File: src/hw/rtl/swsr_pkg.sv
`timescale 1ns / 1ps
// ----------------------------------------------------------------------------
// swsr_pkg
// Shared types, constants and helpers of the single-wire sensor reader.
// ----------------------------------------------------------------------------
package swsr_pkg;

   localparam int FRAME_BITS  = 40;
   localparam int COUNT_WIDTH = 16;
   localparam int INDEX_WIDTH = $clog2(FRAME_BITS);
   localparam int NUM_BYTES   = 5;

   localparam logic [COUNT_WIDTH-1:0] COUNT_MAX = {COUNT_WIDTH{1'b1}};

   localparam logic [15:0] START_HOLD_RESET = 16'd18000;
   localparam logic [7:0]  SETUP_MIN_RESET  = 8'd80;
   localparam logic [7:0]  THRESHOLD_RESET  = 8'd50;

   // Configuration register indexes.
   localparam logic [1:0] REG_START_HOLD = 2'd0;
   localparam logic [1:0] REG_SETUP_MIN  = 2'd1;
   localparam logic [1:0] REG_THRESHOLD  = 2'd2;

   localparam logic OP_TICK  = 1'b0;
   localparam logic OP_START = 1'b1;

   typedef enum logic [2:0] {
      PH_IDLE      = 3'd0,
      PH_HOLD      = 3'd1,
      PH_RELEASED  = 3'd2,
      PH_RESP_LOW  = 3'd3,
      PH_RESP_HIGH = 3'd4,
      PH_BIT_LOW   = 3'd5,
      PH_BIT_HIGH  = 3'd6
   } phase_type;

   typedef enum logic [1:0] {
      STATUS_OK       = 2'd0,
      STATUS_SETUP    = 2'd1,
      STATUS_CHECKSUM = 2'd2
   } status_type;

   typedef struct packed {
      logic [15:0] start_hold_us;
      logic [7:0]  setup_min_us;
      logic [7:0]  bit_threshold_us;
   } cfg_type;

   typedef struct packed {
      logic       drive_low;
      logic       busy_res;
      logic       done_res;
      status_type status;
      logic [7:0] humid_int;
      logic [7:0] humid_frac;
      logic [7:0] temp_int;
      logic [7:0] temp_frac;
      logic [7:0] check_byte;
   } result_type;

   // Byte k of the frame, counted from the first bit received. A byte that
   // lies beyond the frame reads as zero.
   function automatic logic [7:0] frame_byte(input logic [FRAME_BITS-1:0] bits,
                                             input int k);
      int top;
      logic [FRAME_BITS-1:0] shifted;
      top = 8 * (k + 1);
      shifted = bits >> (FRAME_BITS - top);
      if (top > FRAME_BITS) begin
         return 8'd0;
      end
      return shifted[7:0];
   endfunction

endpackage

File: src/hw/rtl/swsr_csr.sv
`timescale 1ns / 1ps
// ----------------------------------------------------------------------------
// swsr_csr
// Configuration registers: start hold time, setup minimum, bit threshold.
// ----------------------------------------------------------------------------
module swsr_csr (
   input  logic               clock,
   input  logic               reset,
   input  logic               csr_write,
   input  logic [1:0]         csr_index,
   input  logic [15:0]        csr_data,
   output swsr_pkg::cfg_type  cfg
);

   swsr_pkg::cfg_type cfg_ff;
   swsr_pkg::cfg_type cfg_in;

   always_comb begin
      cfg_in = cfg_ff;
      if (csr_write) begin
         case (csr_index)
            swsr_pkg::REG_START_HOLD: cfg_in.start_hold_us    = csr_data;
            swsr_pkg::REG_SETUP_MIN:  cfg_in.setup_min_us     = csr_data[7:0];
            swsr_pkg::REG_THRESHOLD:  cfg_in.bit_threshold_us = csr_data[7:0];
            default:                  cfg_in = cfg_ff;
         endcase
      end
   end

   always_ff @(posedge clock) begin
      if (reset) begin
         cfg_ff.start_hold_us    <= swsr_pkg::START_HOLD_RESET;
         cfg_ff.setup_min_us     <= swsr_pkg::SETUP_MIN_RESET;
         cfg_ff.bit_threshold_us <= swsr_pkg::THRESHOLD_RESET;
      end else begin
         cfg_ff <= cfg_in;
      end
   end

   assign cfg = cfg_ff;

endmodule

File: src/hw/rtl/swsr_engine.sv
`timescale 1ns / 1ps
// ----------------------------------------------------------------------------
// swsr_engine
// Reader state and its one-step update: phase sequencer, pulse timer,
// bit shifter and checksum compare. The result reflects the updated state.
// ----------------------------------------------------------------------------
module swsr_engine (
   input  logic                  clock,
   input  logic                  reset,
   input  logic                  step_en,
   input  logic                  opcode,
   input  logic                  line_level,
   input  swsr_pkg::cfg_type     cfg,
   output swsr_pkg::result_type  result
);

   swsr_pkg::phase_type                 phase_ff, phase_in;
   logic [swsr_pkg::COUNT_WIDTH-1:0]    tick_ff, tick_in;
   logic [swsr_pkg::INDEX_WIDTH-1:0]    index_ff, index_in;
   logic [swsr_pkg::FRAME_BITS-1:0]     bits_ff, bits_in;
   swsr_pkg::status_type                status_ff, status_in;
   logic                                done;

   logic [swsr_pkg::COUNT_WIDTH-1:0]    tick_inc;
   logic                                bit_value;
   logic [swsr_pkg::FRAME_BITS-1:0]     shifted;
   logic [7:0]                          sum;
   logic [swsr_pkg::INDEX_WIDTH:0]      index_next;
   logic                                frame_end;

   assign tick_inc = (tick_ff == swsr_pkg::COUNT_MAX) ? tick_ff
                   : tick_ff + {{(swsr_pkg::COUNT_WIDTH-1){1'b0}}, 1'b1};
   assign bit_value = (tick_ff > {{(swsr_pkg::COUNT_WIDTH-8){1'b0}}, cfg.bit_threshold_us});
   assign shifted = {bits_ff[swsr_pkg::FRAME_BITS-2:0], bit_value};
   assign sum = swsr_pkg::frame_byte(shifted, 0) + swsr_pkg::frame_byte(shifted, 1)
              + swsr_pkg::frame_byte(shifted, 2) + swsr_pkg::frame_byte(shifted, 3);
   assign index_next = {1'b0, index_ff} + {{swsr_pkg::INDEX_WIDTH{1'b0}}, 1'b1};
   assign frame_end = (index_next >= (swsr_pkg::INDEX_WIDTH+1)'(swsr_pkg::FRAME_BITS));

   localparam logic [swsr_pkg::COUNT_WIDTH-1:0] ONE = {{(swsr_pkg::COUNT_WIDTH-1){1'b0}}, 1'b1};

   always_comb begin
      phase_in  = phase_ff;
      tick_in   = tick_ff;
      index_in  = index_ff;
      bits_in   = bits_ff;
      status_in = status_ff;
      done      = 1'b0;
      if (opcode == swsr_pkg::OP_START) begin
         // A start request while a reading runs is ignored.
         if (phase_ff == swsr_pkg::PH_IDLE) begin
            phase_in  = swsr_pkg::PH_HOLD;
            tick_in   = '0;
            index_in  = '0;
            bits_in   = '0;
            status_in = swsr_pkg::STATUS_OK;
         end
      end else begin
         case (phase_ff)
            swsr_pkg::PH_IDLE: begin
               phase_in = swsr_pkg::PH_IDLE;
            end
            swsr_pkg::PH_HOLD: begin
               tick_in = tick_inc;
               if (tick_inc >= cfg.start_hold_us) begin
                  phase_in = swsr_pkg::PH_RELEASED;
               end
            end
            swsr_pkg::PH_RELEASED: begin
               if (!line_level) begin
                  phase_in = swsr_pkg::PH_RESP_LOW;
                  tick_in  = ONE;
               end
            end
            swsr_pkg::PH_RESP_LOW: begin
               if (!line_level) begin
                  tick_in = ONE;
               end else begin
                  phase_in = swsr_pkg::PH_RESP_HIGH;
                  tick_in  = tick_inc;
               end
            end
            swsr_pkg::PH_RESP_HIGH: begin
               if (line_level) begin
                  tick_in = tick_inc;
               end else if (tick_ff < {{(swsr_pkg::COUNT_WIDTH-8){1'b0}}, cfg.setup_min_us}) begin
                  status_in = swsr_pkg::STATUS_SETUP;
                  done      = 1'b1;
                  phase_in  = swsr_pkg::PH_IDLE;
               end else begin
                  phase_in = swsr_pkg::PH_BIT_LOW;
                  tick_in  = ONE;
                  index_in = '0;
               end
            end
            swsr_pkg::PH_BIT_LOW: begin
               if (!line_level) begin
                  tick_in = ONE;
               end else begin
                  phase_in = swsr_pkg::PH_BIT_HIGH;
                  tick_in  = tick_inc;
               end
            end
            swsr_pkg::PH_BIT_HIGH: begin
               if (line_level) begin
                  tick_in = tick_inc;
               end else begin
                  bits_in = shifted;
                  if (frame_end) begin
                     status_in = (sum == swsr_pkg::frame_byte(shifted, 4))
                               ? swsr_pkg::STATUS_OK : swsr_pkg::STATUS_CHECKSUM;
                     done      = 1'b1;
                     phase_in  = swsr_pkg::PH_IDLE;
                     index_in  = '0;
                  end else begin
                     index_in = index_next[swsr_pkg::INDEX_WIDTH-1:0];
                     phase_in = swsr_pkg::PH_BIT_LOW;
                     tick_in  = ONE;
                  end
               end
            end
            default: begin
               phase_in = swsr_pkg::PH_IDLE;
            end
         endcase
      end
   end

   always_ff @(posedge clock) begin
      if (reset) begin
         phase_ff  <= swsr_pkg::PH_IDLE;
         tick_ff   <= '0;
         index_ff  <= '0;
         bits_ff   <= '0;
         status_ff <= swsr_pkg::STATUS_OK;
      end else if (step_en) begin
         phase_ff  <= phase_in;
         tick_ff   <= tick_in;
         index_ff  <= index_in;
         bits_ff   <= bits_in;
         status_ff <= status_in;
      end
   end

   always_comb begin
      result.drive_low  = (phase_in == swsr_pkg::PH_HOLD);
      result.busy_res   = (phase_in != swsr_pkg::PH_IDLE);
      result.done_res   = done;
      result.status     = status_in;
      result.humid_int  = swsr_pkg::frame_byte(bits_in, 0);
      result.humid_frac = swsr_pkg::frame_byte(bits_in, 1);
      result.temp_int   = swsr_pkg::frame_byte(bits_in, 2);
      result.temp_frac  = swsr_pkg::frame_byte(bits_in, 3);
      result.check_byte = swsr_pkg::frame_byte(bits_in, 4);
   end

endmodule

File: src/hw/rtl/single_wire_sensor_reader.sv
`timescale 1ns / 1ps
// ----------------------------------------------------------------------------
// single_wire_sensor_reader
// Times the pulses of a single-wire humidity/temperature sensor, one sampled
// line level per tick, and reports the received frame and its status.
// ----------------------------------------------------------------------------
//   channel   ports                     direction   transaction
//   req       valid/ready, opcode,line  in          tick or start request
//   rsp       valid/ready, 9 fields     out         one result per request
//   csr       valid/ready, index,data   in          register write
//
// One transaction per cycle is sustained while results are taken. A transaction
// accepted sits in the input register and moves into the result register once
// that register is empty or its result is taken, and is then offered there.
// The reader state advances only when the input register moves into the
// result register, so a stalled result holds the whole pipe in place.
// Synchronous active-high reset restores idle and the register defaults.
// ----------------------------------------------------------------------------
module single_wire_sensor_reader (
   input  logic        clock,
   input  logic        reset,
   input  logic        req_valid,
   output logic        req_ready,
   input  logic        req_opcode,
   input  logic        req_line_level,
   output logic        rsp_valid,
   input  logic        rsp_ready,
   output logic        rsp_drive_low,
   output logic        rsp_busy_res,
   output logic        rsp_done_res,
   output logic [1:0]  rsp_status,
   output logic [7:0]  rsp_humid_int,
   output logic [7:0]  rsp_humid_frac,
   output logic [7:0]  rsp_temp_int,
   output logic [7:0]  rsp_temp_frac,
   output logic [7:0]  rsp_check_byte,
   input  logic        csr_valid,
   output logic        csr_ready,
   input  logic [1:0]  csr_index,
   input  logic [15:0] csr_data
);

   swsr_pkg::cfg_type    cfg;
   swsr_pkg::result_type result;
   swsr_pkg::result_type rsp_ff;

   logic s1_valid_ff, s1_valid_in;
   logic s1_opcode_ff;
   logic s1_line_ff;
   logic rsp_valid_ff, rsp_valid_in;
   logic advance;
   logic req_take;

   assign csr_ready = 1'b1;

   swsr_csr u_csr (
      .clock     (clock),
      .reset     (reset),
      .csr_write (csr_valid && csr_ready),
      .csr_index (csr_index),
      .csr_data  (csr_data),
      .cfg       (cfg)
   );

   assign advance   = s1_valid_ff && (!rsp_valid_ff || rsp_ready);
   assign req_ready = !s1_valid_ff || advance;
   assign req_take  = req_valid && req_ready;

   swsr_engine u_engine (
      .clock      (clock),
      .reset      (reset),
      .step_en    (advance),
      .opcode     (s1_opcode_ff),
      .line_level (s1_line_ff),
      .cfg        (cfg),
      .result     (result)
   );

   always_comb begin
      s1_valid_in = req_take ? 1'b1 : (advance ? 1'b0 : s1_valid_ff);
      rsp_valid_in = advance ? 1'b1 : (rsp_ready ? 1'b0 : rsp_valid_ff);
   end

   always_ff @(posedge clock) begin
      if (reset) begin
         s1_valid_ff  <= 1'b0;
         rsp_valid_ff <= 1'b0;
      end else begin
         s1_valid_ff  <= s1_valid_in;
         rsp_valid_ff <= rsp_valid_in;
      end
   end

   always_ff @(posedge clock) begin
      if (req_take) begin
         s1_opcode_ff <= req_opcode;
         s1_line_ff   <= req_line_level;
      end
      if (advance) begin
         rsp_ff <= result;
      end
   end

   assign rsp_valid      = rsp_valid_ff;
   assign rsp_drive_low  = rsp_ff.drive_low;
   assign rsp_busy_res   = rsp_ff.busy_res;
   assign rsp_done_res   = rsp_ff.done_res;
   assign rsp_status     = rsp_ff.status;
   assign rsp_humid_int  = rsp_ff.humid_int;
   assign rsp_humid_frac = rsp_ff.humid_frac;
   assign rsp_temp_int   = rsp_ff.temp_int;
   assign rsp_temp_frac  = rsp_ff.temp_frac;
   assign rsp_check_byte = rsp_ff.check_byte;

   // A finished reading always leaves the reader idle.
   a_done_not_busy: assert property (@(posedge clock) disable iff (reset)
      rsp_valid_ff |-> !(rsp_ff.done_res && rsp_ff.busy_res))
      else $error("done reported while still busy");

   // The wire is only driven during a reading.
   a_drive_busy: assert property (@(posedge clock) disable iff (reset)
      rsp_valid_ff && rsp_ff.drive_low |-> rsp_ff.busy_res)
      else $error("wire driven while idle");

   // A setup failure happens before any data bit is shifted in.
   a_setup_empty: assert property (@(posedge clock) disable iff (reset)
      rsp_valid_ff && rsp_ff.done_res && rsp_ff.status == swsr_pkg::STATUS_SETUP
      |-> (rsp_ff.humid_int == 8'd0) && (rsp_ff.humid_frac == 8'd0)
          && (rsp_ff.temp_int == 8'd0) && (rsp_ff.temp_frac == 8'd0)
          && (rsp_ff.check_byte == 8'd0))
      else $error("setup failure with data bits");

   // A held input register keeps its transaction.
   a_s1_hold: assert property (@(posedge clock) disable iff (reset)
      s1_valid_ff && !advance |=> s1_valid_ff && $stable(s1_opcode_ff)
                                  && $stable(s1_line_ff))
      else $error("input register lost a transaction");

endmodule
File: config.mk
export PLATFORM = sky130hd
export DESIGN_NAME = single_wire_sensor_reader
export DESIGN_NICKNAME = d
export VERILOG_FILES = /design/src/hw/rtl/swsr_pkg.sv /design/src/hw/rtl/swsr_csr.sv /design/src/hw/rtl/swsr_engine.sv /design/src/hw/rtl/single_wire_sensor_reader.sv
export SDC_FILE = /design/constraint.sdc
export NUM_CORES = 1
export LEC_CHECK = 0
export BUFFER_PORTS_ARGS = -buffer_cell sky130_fd_sc_hd__buf_2
export CAP_MARGIN = 40
export CORE_MARGIN = 2
export CORE_UTILIZATION = 40
export DETAILED_ROUTE_END_ITERATION = 16
export GPL_TIMING_DRIVEN = 0
export HOLD_SLACK_MARGIN = 0.12
export SKIP_CTS_REPAIR_TIMING = 1
export SLEW_MARGIN = 20
export SYNTH_ARGS = -nofsm -noshare
export SYNTH_HDL_FRONTEND = slang
export SYNTH_SLANG_ARGS = --single-unit
File: constraint.sdc
create_clock -name clock -period 5.3 [get_ports clock]
set_input_delay 1.06 -clock clock [delete_from_list [all_inputs] [get_ports clock]]
set_output_delay 1.06 -clock clock [all_outputs]
set_load 0.05 [all_outputs]
==> results of run 1 <==
-- worst max-delay path, stage by stage, from the launching register on --
cell,delay (ps)
dfxtp_1,400
clkbuf_1,280
nand4_1,220
or4_1,560
nor2_1,400
nor2_1,100
nand2_1,130
xnor2_1,140
ha_1,260
a211o_1,250
a21oi_1,100
o21ai_0,130
a2111oi_0,480
buf_1,200
o21ai_0,150
a211oi_1,320
nand2_1,80
-- area by class of cell --
class / instances / area, sq um / area share, %
inverters: 50 / 187.7 / 2.088
well taps: 260 / 325.3 / 3.620
clock inverters: 13 / 137.6 / 1.531
flip-flops and latches: 148 / 3433 / 38.20
repair buffers: 71 / 354.1 / 3.940
clock buffers: 19 / 442.9 / 4.928
multi-input cells: 565 / 3899 / 43.38
plain buffers: 52 / 207.7 / 2.311
-- cell usage in the layout (no fill, tap or decap), types with 10 or more instances in the layout --
cell,synthesis,layout
nor2b_1,10,10
xnor2_1,21,21
nand2b_1,14,14
nor3_1,10,10
nand3b_1,13,13
a22oi_1,40,40
clkbuf_16,0,17
inv_1,50,50
buf_2,3,73
nor2_1,82,82
a21oi_1,43,43
a22o_1,40,40
fa_1,14,14
clkbuf_1,45,45
nand2_1,67,67
mux2i_1,12,12
nand3_1,13,13
o21ai_0,35,35
dfxtp_1,101,101
ha_1,40,40
edfxtp_1,47,47
-- registers in the layout, summed over array words and instances, names as in the netlist, 6 cells and up --
| register | cells |
|---|---|
| rsp_temp_int | 8 |
| u_engine.bits_ff | 40 |
| u_engine.index_ff | 6 |
| rsp_humid_int | 8 |
| rsp_temp_frac | 8 |
| u_engine.tick_ff | 16 |
| rsp_check_byte | 8 |
| rsp_humid_frac | 8 |
| u_csr.cfg | 32 |
-- routing by layer --
metal	global-route usage, %	wire length, um
met5	0	0
met3	3.454	745
met2	28.33	7976
met1	28.26	9617
met4	6.931	349
-- path summary, 6_finish.rpt --
path | to | slack (ps)
max | rsp_busy_res$_DFFE_PP_ | 820
min | u_csr.cfg[24]$_SDFFE_PP0P_ | 460
max reg2reg | rsp_busy_res$_DFFE_PP_ | 820
min reg2reg | u_csr.cfg[24]$_SDFFE_PP0P_ | 460
-- stage by stage --
stage | hold slack (ps) | power [W] | instance area [sq um]
6_report | 460.3 | 0.002626 | 8987
3_3_place_gp | 444.1 | 0.001459 | 8399
5_1_grt | 477.9 | 0.002720 | 8987
3_5_place_dp | 449.1 | 0.001459 | 8407
4_1_cts | 457.8 | 0.002653 | 8987
2_1_floorplan | 436.3 | 0.001395 | 7724
-- kinds of logic (layout without fill, tap and decap cells) --
logic type | Yosys count | count (layout) | share of synthesized area [%]
other cells | 1 | 1 | 0.04855
mux | 13 | 13 | 1.701
fa+ha+maj | 54 | 54 | 10.11
flops | 148 | 148 | 44.45
buf+inv | 102 | 205 | 5.070
compound gates | 214 | 214 | 19.29
xor+xnor | 29 | 29 | 3.289
simple gates | 254 | 254 | 16.04
-- power groups by stage --
stage               clock network (W)  registers, W  logic (W)
floorplan                           0       0.00129  0.0000998
global placement                    0       0.00123   0.000225
detailed placement                  0       0.00123   0.000226
CTS                           0.00122       0.00121   0.000227
global route                  0.00126       0.00121   0.000247
finish                        0.00119       0.00121   0.000227
==> results.sh, run 1 <==
export IMPL_cap_violations=0
export IMPL_fin_setup_tns_ps=0
export IMPL_p_clk_share_pct=45.4
export IMPL_grt_pass1_wl_um=30560
export IMPL_grt_overflow_total=0
export IMPL_antenna_found_initial=0
export IMPL_required_ps=5470
export IMPL_antenna_left=0
export IMPL_synth_top_area_cell="dfxtp_1"
export IMPL_finalNonFillerCells=1178
export IMPL_crit_type="flop to flop"
export IMPL_numCtsBuffers=17
export IMPL_setup_viol=0
export IMPL_vias_per_cell=5.261
export IMPL_leakagePower_nw=3.551
export IMPL_dp_hpwl_um=13550
export IMPL_io_buffers=70
export IMPL_yosysMostFrequentCell="dfxtp_1"
export IMPL_skew_ps=11.71
export IMPL_min_period_ps=4482
export IMPL_synth_fp_nets=894
export IMPL_synthFlopType="dfxtp_1"
export IMPL_place_gp_congestion=0.8370
export IMPL_fillers=1808
export IMPL_wl_per_cell_um=15.86
export IMPL_final_hold_violation_count=0
export IMPL_die_w_um=143.0
export IMPL_std_cell_rows=50
export IMPL_synthArstFlopShare_pct=0
export IMPL_dieArea_sq_um=20440
export IMPL_num_antenna_cells=0
export IMPL_syn_cell_area_sq_um=7724
export IMPL_max_freq_mhz=223.1
export IMPL_p_per_area_nw_per_um2=292.2
export IMPL_synth_cell_types=62
export IMPL_h_tree_depth=4
export IMPL_crit_path_start_kind="flop"
export IMPL_clock_sinks=148
export IMPL_power_frac_seq_pct=46.0
export IMPL_grt_max_degree=55
export IMPL_hold_class="flop to flop"
export IMPL_clk_latency_ps=430
export IMPL_cts_max_path_buffers=2
export IMPL_dp_cells=1146
export IMPL_reg2reg_from="u_engine.tick_ff[4]$_SDFFE_PP0P_"
export IMPL_switching_share_pct=26.45
export IMPL_end_kind="flop"
export IMPL_via_count=6197
export IMPL_finalCoreUtilization_pct=47.73
export IMPL_hold_path_depth=2
export IMPL_synth_edf_count=47
export IMPL_yosys_top_cells_count="dfxtp_1 (101), nor2_1 (82), nand2_1 (67)"
export IMPL_drt_iter0_markers=493
export IMPL_cts_tree="yes"
export IMPL_pin_count=73
export IMPL_r2r_cells=16
export IMPL_worst_pin_slew_ps=754.1
export IMPL_routed_wl_um=18690
export IMPL_die_y_um=143.0
export IMPL_synthToLayoutAreaGrowth_pct=16.36
export IMPL_holdCritStartpoint="u_csr.cfg[24]$_SDFFE_PP0P_"
export IMPL_slew_headroom_pct=49.73
export IMPL_place_ws_ps=883.7
export IMPL_rsz0062_at_grt="no"
export IMPL_yosysSeqAreaShare_pct=44.45
export IMPL_core_sq_um=18830
export IMPL_final_layout_size_suffix_gt1_share_pct=12.64
export IMPL_fin_crit_sh_pct=84.56
export IMPL_ir_drop_uv=214.4
export IMPL_p_sw_w=0.0006945
export IMPL_worstPathMaxFanout=7
export IMPL_fin_nets=984
export IMPL_syn_inst=815
export IMPL_combPwrFrac_pct=8.6
export IMPL_startpoint="u_engine.tick_ff[4]$_SDFFE_PP0P_"
export IMPL_ys_ff_latch=148
export IMPL_start_util_pct=41.02
export IMPL_grt_pass1_vias=5831
export IMPL_status="completed"
export IMPL_ys_warn_count=0
export IMPL_synth_top_area_share_pct=26.18
export IMPL_internal_power_w=0.001931
export IMPL_globalRouteTotalUtil_pct=19.26
export IMPL_avgSynthCellArea_sq_um=9.477
export IMPL_worst_slack_ps=818.3
export IMPL_firstDrtPassIters=5
export IMPL_cts_root_buf="clkbuf_16"
export IMPL_crit_arrival_ps=4660
export IMPL_slew_violations=0
export IMPL_drc=0
export IMPL_clkTransAtPathRegs_ps=60
export IMPL_netlist_top_cells_area="dfxtp_1 (26%), edfxtp_1 (18%), ha_1 (6.5%), a22o_1 (4.5%), nor2_1 (4.0%)"
Note: power is estimated with default switching activity, not from simulation.
==> inputs of run 2 (changes only) <==
ABC_AREA = 1   (was default)
clock period = 4.7 ns   (was 5.3 ns; I/O delays follow)
==> run 2 against run 1 <==
Effect of this change: global-route usage fell by 0.58 points; total power rose by 26%; count of clock-buffer cells in the layout fell by 2; sequential share of layout area fell by 1.9 points; combinational power rose by 140%; via count rose by 6.7%; largest power group unchanged.
==> results.sh, run 2 <==
export IMPL_status="completed"
export IMPL_synth_top_area_share_pct=24.70
export IMPL_cts_max_path_buffers=2
export IMPL_fin_crit_sh_pct=76.22
export IMPL_crit_chain="ha_1, nand2_1, nor2_2, nand4_2, inv_2, nand2_2, nand2_2, nor2_2, nand2_2, xor2_1, ha_1, a21oi_1, o21ai_0, a21oi_1, nand3_1, nand2_1, nand2_1, nand2_1, o21ai_0, nor2_1, nand2_1"
export IMPL_dp_cells=1324
export IMPL_largest_reg_flops=40
export IMPL_crit_type="flop to flop"
export IMPL_start_util_pct=40.59
export IMPL_slew_headroom_pct=51.83
export IMPL_synth_fp_nets=1061
export IMPL_ys_warn_count=0
export IMPL_holdWs_ps=461.4
export IMPL_place_area_sq_um=8900
export IMPL_die_y_um=147.1
export IMPL_routed_wl_um=19460
export IMPL_path_common_cell="nand2_1"
export IMPL_r2r_cells=21
export IMPL_design_area_sq_um=9469
export IMPL_fin_nets=1152
export IMPL_critical_path_max_stage_delay_ps=460
export IMPL_grt_overflow_total=0
export IMPL_p_per_area_nw_per_um2=348.7
export IMPL_slowest_stage="dfxtp_1"
export IMPL_grt_pass1_wl_um=31900
export IMPL_clock_sinks=148
export IMPL_synth_top_area_cell="dfxtp_1"
export IMPL_regMostFlops="u_engine.bits_ff"
export IMPL_antenna_left=0
export IMPL_hold_class="flop to flop"
export IMPL_cap_violations=0
export IMPL_numCtsBuffers=17
export IMPL_skew_ps=12.53
export IMPL_ir_drop_uv=250.4
export IMPL_firstDrtPassIters=4
export IMPL_globalRouteTotalUtil_pct=18.69
export IMPL_die_w_um=147.1
export IMPL_ys_ff_latch=148
export IMPL_final_hold_violation_count=0
export IMPL_rsz0062_at_grt="no"
export IMPL_vias_per_cell=4.878
export IMPL_netlist_top_cells_area="dfxtp_1 (25%), edfxtp_1 (17%), inv_1 (7.9%), nand2_1 (7.3%), a21oi_1 (6.3%)"
export IMPL_min_period_ps=3583
export IMPL_mostFrequentLayoutCell="inv_1"
export IMPL_worst_pin_slew_ps=717.0
export IMPL_leakagePower_nw=4.383
export IMPL_avgSynthCellArea_sq_um=8.337
export IMPL_fillers=1976
export IMPL_worstPathMaxFanout=6
export IMPL_fin_setup_tns_ps=0
export IMPL_syn_cell_area_sq_um=8187
export IMPL_end_kind="flop"
export IMPL_synthArstFlopShare_pct=0
export IMPL_yosys_top_cells_count="inv_1 (172), nand2_1 (159), a21oi_1 (103)"
export IMPL_crit_path_start_kind="flop"
export IMPL_grt_pass1_vias=6246
export IMPL_required_ps=4880
export IMPL_io_buffers=71
export IMPL_setup_viol=0
export IMPL_synthToLayoutAreaGrowth_pct=15.67
export IMPL_synthFlopType="dfxtp_1"
export IMPL_pin_count=73
export IMPL_crit_arrival_ps=3760
export IMPL_dp_hpwl_um=14650
export IMPL_seq_area_sq_um=3433
export IMPL_power_w=0.003302
export IMPL_clkTransAtPathRegs_ps=70
export IMPL_yosysSeqAreaShare_pct=41.94
export IMPL_std_cell_rows=52
export IMPL_cts_root_buf="clkbuf_16"
export IMPL_synth_edf_count=47
export IMPL_h_tree_depth=4
export IMPL_drt_iter0_markers=408
export IMPL_num_antenna_cells=0
export IMPL_final_layout_size_suffix_gt1_share_pct=18.05
export IMPL_place_gp_congestion=0.8601
export IMPL_drc=0
export IMPL_final_cell_mix="inv_1 (172), nand2_1 (159), a21oi_1 (103)"
export IMPL_multi_input_area_sq_um=3884
export IMPL_finalNonFillerCells=1356
export IMPL_grt_max_degree=37
export IMPL_slew_violations=0
export IMPL_wl_per_cell_um=14.35
export IMPL_dieArea_sq_um=21630
export IMPL_cts_tree="yes"
export IMPL_hold_path_depth=2
export IMPL_syn_inst=982
export IMPL_via_count=6614
export IMPL_yosysMostFrequentCell="inv_1"
export IMPL_core_sq_um=20170
export IMPL_synth_cell_types=46
export IMPL_antenna_found_initial=0
export IMPL_clk_latency_ps=440
export IMPL_max_freq_mhz=279.1
## run 2: cell count changes after synthesis, sizes merged, moves of 15 or more
cell | previous run | this run
clkbuf | 46 | 23
xnor2 | 21 | 6
a21oi | 43 | 114
o22ai | 0 | 38
a22oi | 40 | 0
nor2 | 82 | 45
o21ai | 36 | 85
nand3 | 13 | 34
inv | 50 | 183
a22o | 40 | 0
nand2 | 68 | 177
## run 2: final timing paths
check	endpoint	start	slack (ps)
worst min-delay path	u_csr.cfg[24]$_SDFFE_PP0P_	u_csr.cfg[24]$_SDFFE_PP0P_	460
worst max-delay path	rsp_busy_res$_DFFE_PP_	u_engine.tick_ff[1]$_SDFFE_PP0P_	1120
worst min register to register	u_csr.cfg[24]$_SDFFE_PP0P_	u_csr.cfg[24]$_SDFFE_PP0P_	460
worst max register to register	rsp_busy_res$_DFFE_PP_	u_engine.tick_ff[1]$_SDFFE_PP0P_	1120
## run 2: per-stage QoR
step | worst slack [ps] | utilization [%]
after global routing | 675.8 | 46.95
after global placement | 1107 | 44.03
final | 1117 | 46.95
after detailed placement | 1133 | 44.13
after floorplan | 1602 | -
after CTS | 1114 | 46.95
## run 2: power breakdown
group          internal [W]  switching (W)  leakage, nW
registers           0.00139      0.0000373         1.28
clock network      0.000743       0.000600        0.279
logic              0.000174       0.000362         2.83
## run 2: layout make-up
cell class | count | share of cell area (%)
sequential | 148 | 36.26
timing repair buffer | 72 | 3.964
multi-input combinational | 616 | 41.01
buffer | 35 | 1.929
tap | 270 | 3.568
clock inverter | 15 | 1.520
inverter | 183 | 7.254
clock buffer | 17 | 4.493
## run 2: logic make-up (layout without fill, tap and decap cells)
kind of cell | Yosys count | in the layout | synth area share [%]
AND/OR/NAND/NOR | 284 | 284 | 16.45
AO/OA/AOI/OAI | 257 | 257 | 19.27
buffers and inverters | 218 | 322 | 10.62
flip-flops | 148 | 148 | 41.94
adder cells (fa/ha/maj) | 54 | 54 | 9.537
XOR/XNOR | 20 | 20 | 2.140
other | 1 | 1 | 0.04581
## run 2: per-layer routing
layer  GRT usage, %  wire [um]  vias to the layer above  share of wire [%]
met4          6.154        379                        0                1.9
met5              0          0                        -                  0
met1          26.59       9861                     3024                 51
li1               -          -                     3424                  -
met2          28.60       8388                      140                 43
met3          3.696        825                       26                4.2
## run 2: worst max-delay path: cells and delay by family, from the launching register on
kind                     cells  cell delay [ps]
flip-flops                   1              460
AND/OR/NAND/NOR             13             1390
adder cells (fa/ha/maj)      2              540
AO/OA/AOI/OAI                4              510
XOR/XNOR                     1              320
buffers and inverters        1              110
==> inputs of run 3 (changes only) <==
ABC_AREA = 0   (was 1)
clock period = 3.4 ns   (was 4.7 ns; I/O delays follow)
==> run 3 against run 2 <==
Effect of this change: first-iteration DRC count up 22%; register-to-register slack worse by 1200 ps; total power up 25%; the run now ends with setup timing left.
==> results.sh, run 3 (synthesized netlist as in run 1, its figures left out) <==
export IMPL_p_per_area_nw_per_um2=442.9
export IMPL_grt_pass1_wl_um=30480
export IMPL_cts_max_path_buffers=2
export IMPL_largest_reg_flops=40
export IMPL_cts_tree="yes"
export IMPL_worst_pin_slew_ps=756.4
export IMPL_internal_power_w=0.002997
export IMPL_slew_headroom_pct=49.57
export IMPL_antenna_left=0
export IMPL_finalNonFillerCells=1195
export IMPL_ir_drop_uv=288.9
export IMPL_final_cell_mix="dfxtp_1 (87), nor2_1 (81), buf_2 (72)"
export IMPL_die_w_um=143.0
export IMPL_holdWs_ps=440.4
export IMPL_finalCoreUtilization_pct=49.60
export IMPL_slowest_stage="or4_4"
export IMPL_vias_per_cell=5.264
export IMPL_h_tree_depth=4
export IMPL_leakagePower_nw=3.698
export IMPL_power_frac_seq_pct=45.3
export IMPL_setup_viol=4
export IMPL_crit_path_start_kind="flop"
export IMPL_max_freq_mhz=286.2
export IMPL_worst_slack_ps=-94.08
export IMPL_hold_class="input pin to flop"
export IMPL_grt_pass1_vias=5734
export IMPL_reg2reg_slack_ps=-90
export IMPL_cpLargestDelayFamily="compound AO/OA/AOI/OAI gates"
export IMPL_critical_path_max_stage_delay_ps=520
export IMPL_p_sw_w=0.001140
export IMPL_regMostFlops="u_engine.bits_ff"
export IMPL_reg2reg_from="u_engine.tick_ff[1]$_SDFFE_PP0P_"
export IMPL_io_buffers=70
export IMPL_core_sq_um=18830
export IMPL_pin_count=73
export IMPL_combPwrFrac_pct=8.8
export IMPL_hold_path_depth=2
export IMPL_dp_cells=1145
export IMPL_power_w=0.004137
export IMPL_clock_sinks=148
export IMPL_min_period_ps=3494
export IMPL_end_kind="flop"
export IMPL_antenna_found_initial=0
export IMPL_skew_ps=11.24
export IMPL_clkTransAtPathRegs_ps=70
export IMPL_crit_arrival_ps=3850
export IMPL_grt_max_degree=55
export IMPL_cap_violations=0
export IMPL_worstPathMaxFanout=5
export IMPL_required_ps=3750
export IMPL_place_ws_ps=-771.4
export IMPL_r2r_cells=16
export IMPL_holdCritStartpoint="csr_data[9]"
export IMPL_clk_latency_ps=440
export IMPL_switching_share_pct=27.56
export IMPL_start_util_pct=41.02
export IMPL_final_hold_violation_count=0
export IMPL_std_cell_rows=50
export IMPL_failed_checks="setup timing"
export IMPL_firstDrtPassIters=5
export IMPL_crit_buf_inv=1
export IMPL_drc=0
export IMPL_via_count=6290
export IMPL_fin_crit_sh_pct=102.8
export IMPL_crit_chain="ha_4, nand3_2, or4_4, nor2_4, nor2_1, nand2_1, xnor2_1, ha_1, a211o_1, a21oi_2, o21ai_2, a2111oi_4, buf_4, nor3_2, o21a_1, a211oi_2"
export IMPL_drt_iter0_markers=496
export IMPL_mostFrequentLayoutCell="dfxtp_1"
export IMPL_hold_path_end="u_csr.cfg[25]$_SDFFE_PP1P_"
export IMPL_num_antenna_cells=0
export IMPL_slew_violations=0
export IMPL_die_y_um=143.0
export IMPL_p_clk_share_pct=45.9
export IMPL_rsz0062_at_grt="yes"
export IMPL_crit_type="flop to flop"
export IMPL_synthToLayoutAreaGrowth_pct=20.93
export IMPL_globalRouteTotalUtil_pct=19.41
export IMPL_cts_root_buf="clkbuf_16"
export IMPL_dp_hpwl_um=13580
export IMPL_routed_wl_um=19410
export IMPL_status="finished, violations left"
export IMPL_dieArea_sq_um=20440
export IMPL_grt_overflow_total=0
export IMPL_final_layout_size_suffix_gt1_share_pct=18.72
export IMPL_rr_endpoint="u_engine.phase_ff[0]$_SDFFE_PP0P_"
export IMPL_numCtsBuffers=17
export IMPL_fin_nets=1001
export IMPL_wl_per_cell_um=16.24
export IMPL_place_gp_congestion=0.8357
run 3: changes by cell type in the layout (fill, tap and decap cells not counted), sizes merged, moves of 12 or more:
cell    delta
mux2i     +12
xnor2     +15
a21oi     -71
o22ai     -38
nand3     -21
clkbuf    +20
nand2b    +14
nor2      +37
inv      -132
o21ai     -49
a22o      +40
nand2    -109
buf       +13
a22oi     +40
run 3: cell type report:
type	instances	area, sq um
sequential	148	3471
clock inverter	15	162.7
inverter	50	187.7
clock buffer	17	425.4
buffer	49	206.4
timing repair buffer	91	508.0
tap	260	325.3
fill	1784	9490
multi-input combinational	565	4054
run 3: layer usage:
layer	vias to the layer above	global-route usage (%)	routed length, um
met3	27	4.091	720
met2	138	27.85	8287
li1	3146	-	-
met4	0	5.732	329
met5	-	0	0
met1	2979	29.18	10070
run 3: worst max-delay path by stage:
stage	slack [ps]	cells after the start	start	endpoint
after global placement	-760	15	u_engine.tick_ff[1]$_SDFFE_PP0P_	rsp_busy_res$_DFFE_PP_
final	-90	16	u_engine.tick_ff[1]$_SDFFE_PP0P_	u_engine.phase_ff[0]$_SDFFE_PP0P_
after global routing	-250	14	u_engine.tick_ff[6]$_SDFFE_PP0P_	rsp_busy_res$_DFFE_PP_
after CTS	-790	15	u_engine.tick_ff[1]$_SDFFE_PP0P_	rsp_busy_res$_DFFE_PP_
after detailed placement	-770	15	u_engine.tick_ff[1]$_SDFFE_PP0P_	rsp_busy_res$_DFFE_PP_
after floorplan	-40	16	u_engine.tick_ff[5]$_SDFFE_PP0P_	rsp_busy_res$_DFFE_PP_
run 3: metrics by stage:
| stage | area, sq um | setup TNS, ps |
|---|---|---|
| floorplan | 7766 | -43.78 |
| global placement | 8442 | -8472 |
| detailed placement | 8444 | -2718 |
| CTS | 9032 | -2827 |
| global route | 9340 | -914.6 |
| finish | 9340 | -309.9 |
run 3: power groups by stage:
| stage | logic (W) | clock network, W | registers [W] |
|---|---|---|---|
| 2_1_floorplan | 0.000156 | 0 | 0.00202 |
| 3_3_place_gp | 0.000353 | 0 | 0.00192 |
| 3_5_place_dp | 0.000354 | 0 | 0.00192 |
| 4_1_cts | 0.000356 | 0.00193 | 0.00188 |
| 5_1_grt | 0.000394 | 0.00200 | 0.00188 |
| 6_report | 0.000363 | 0.00190 | 0.00188 |
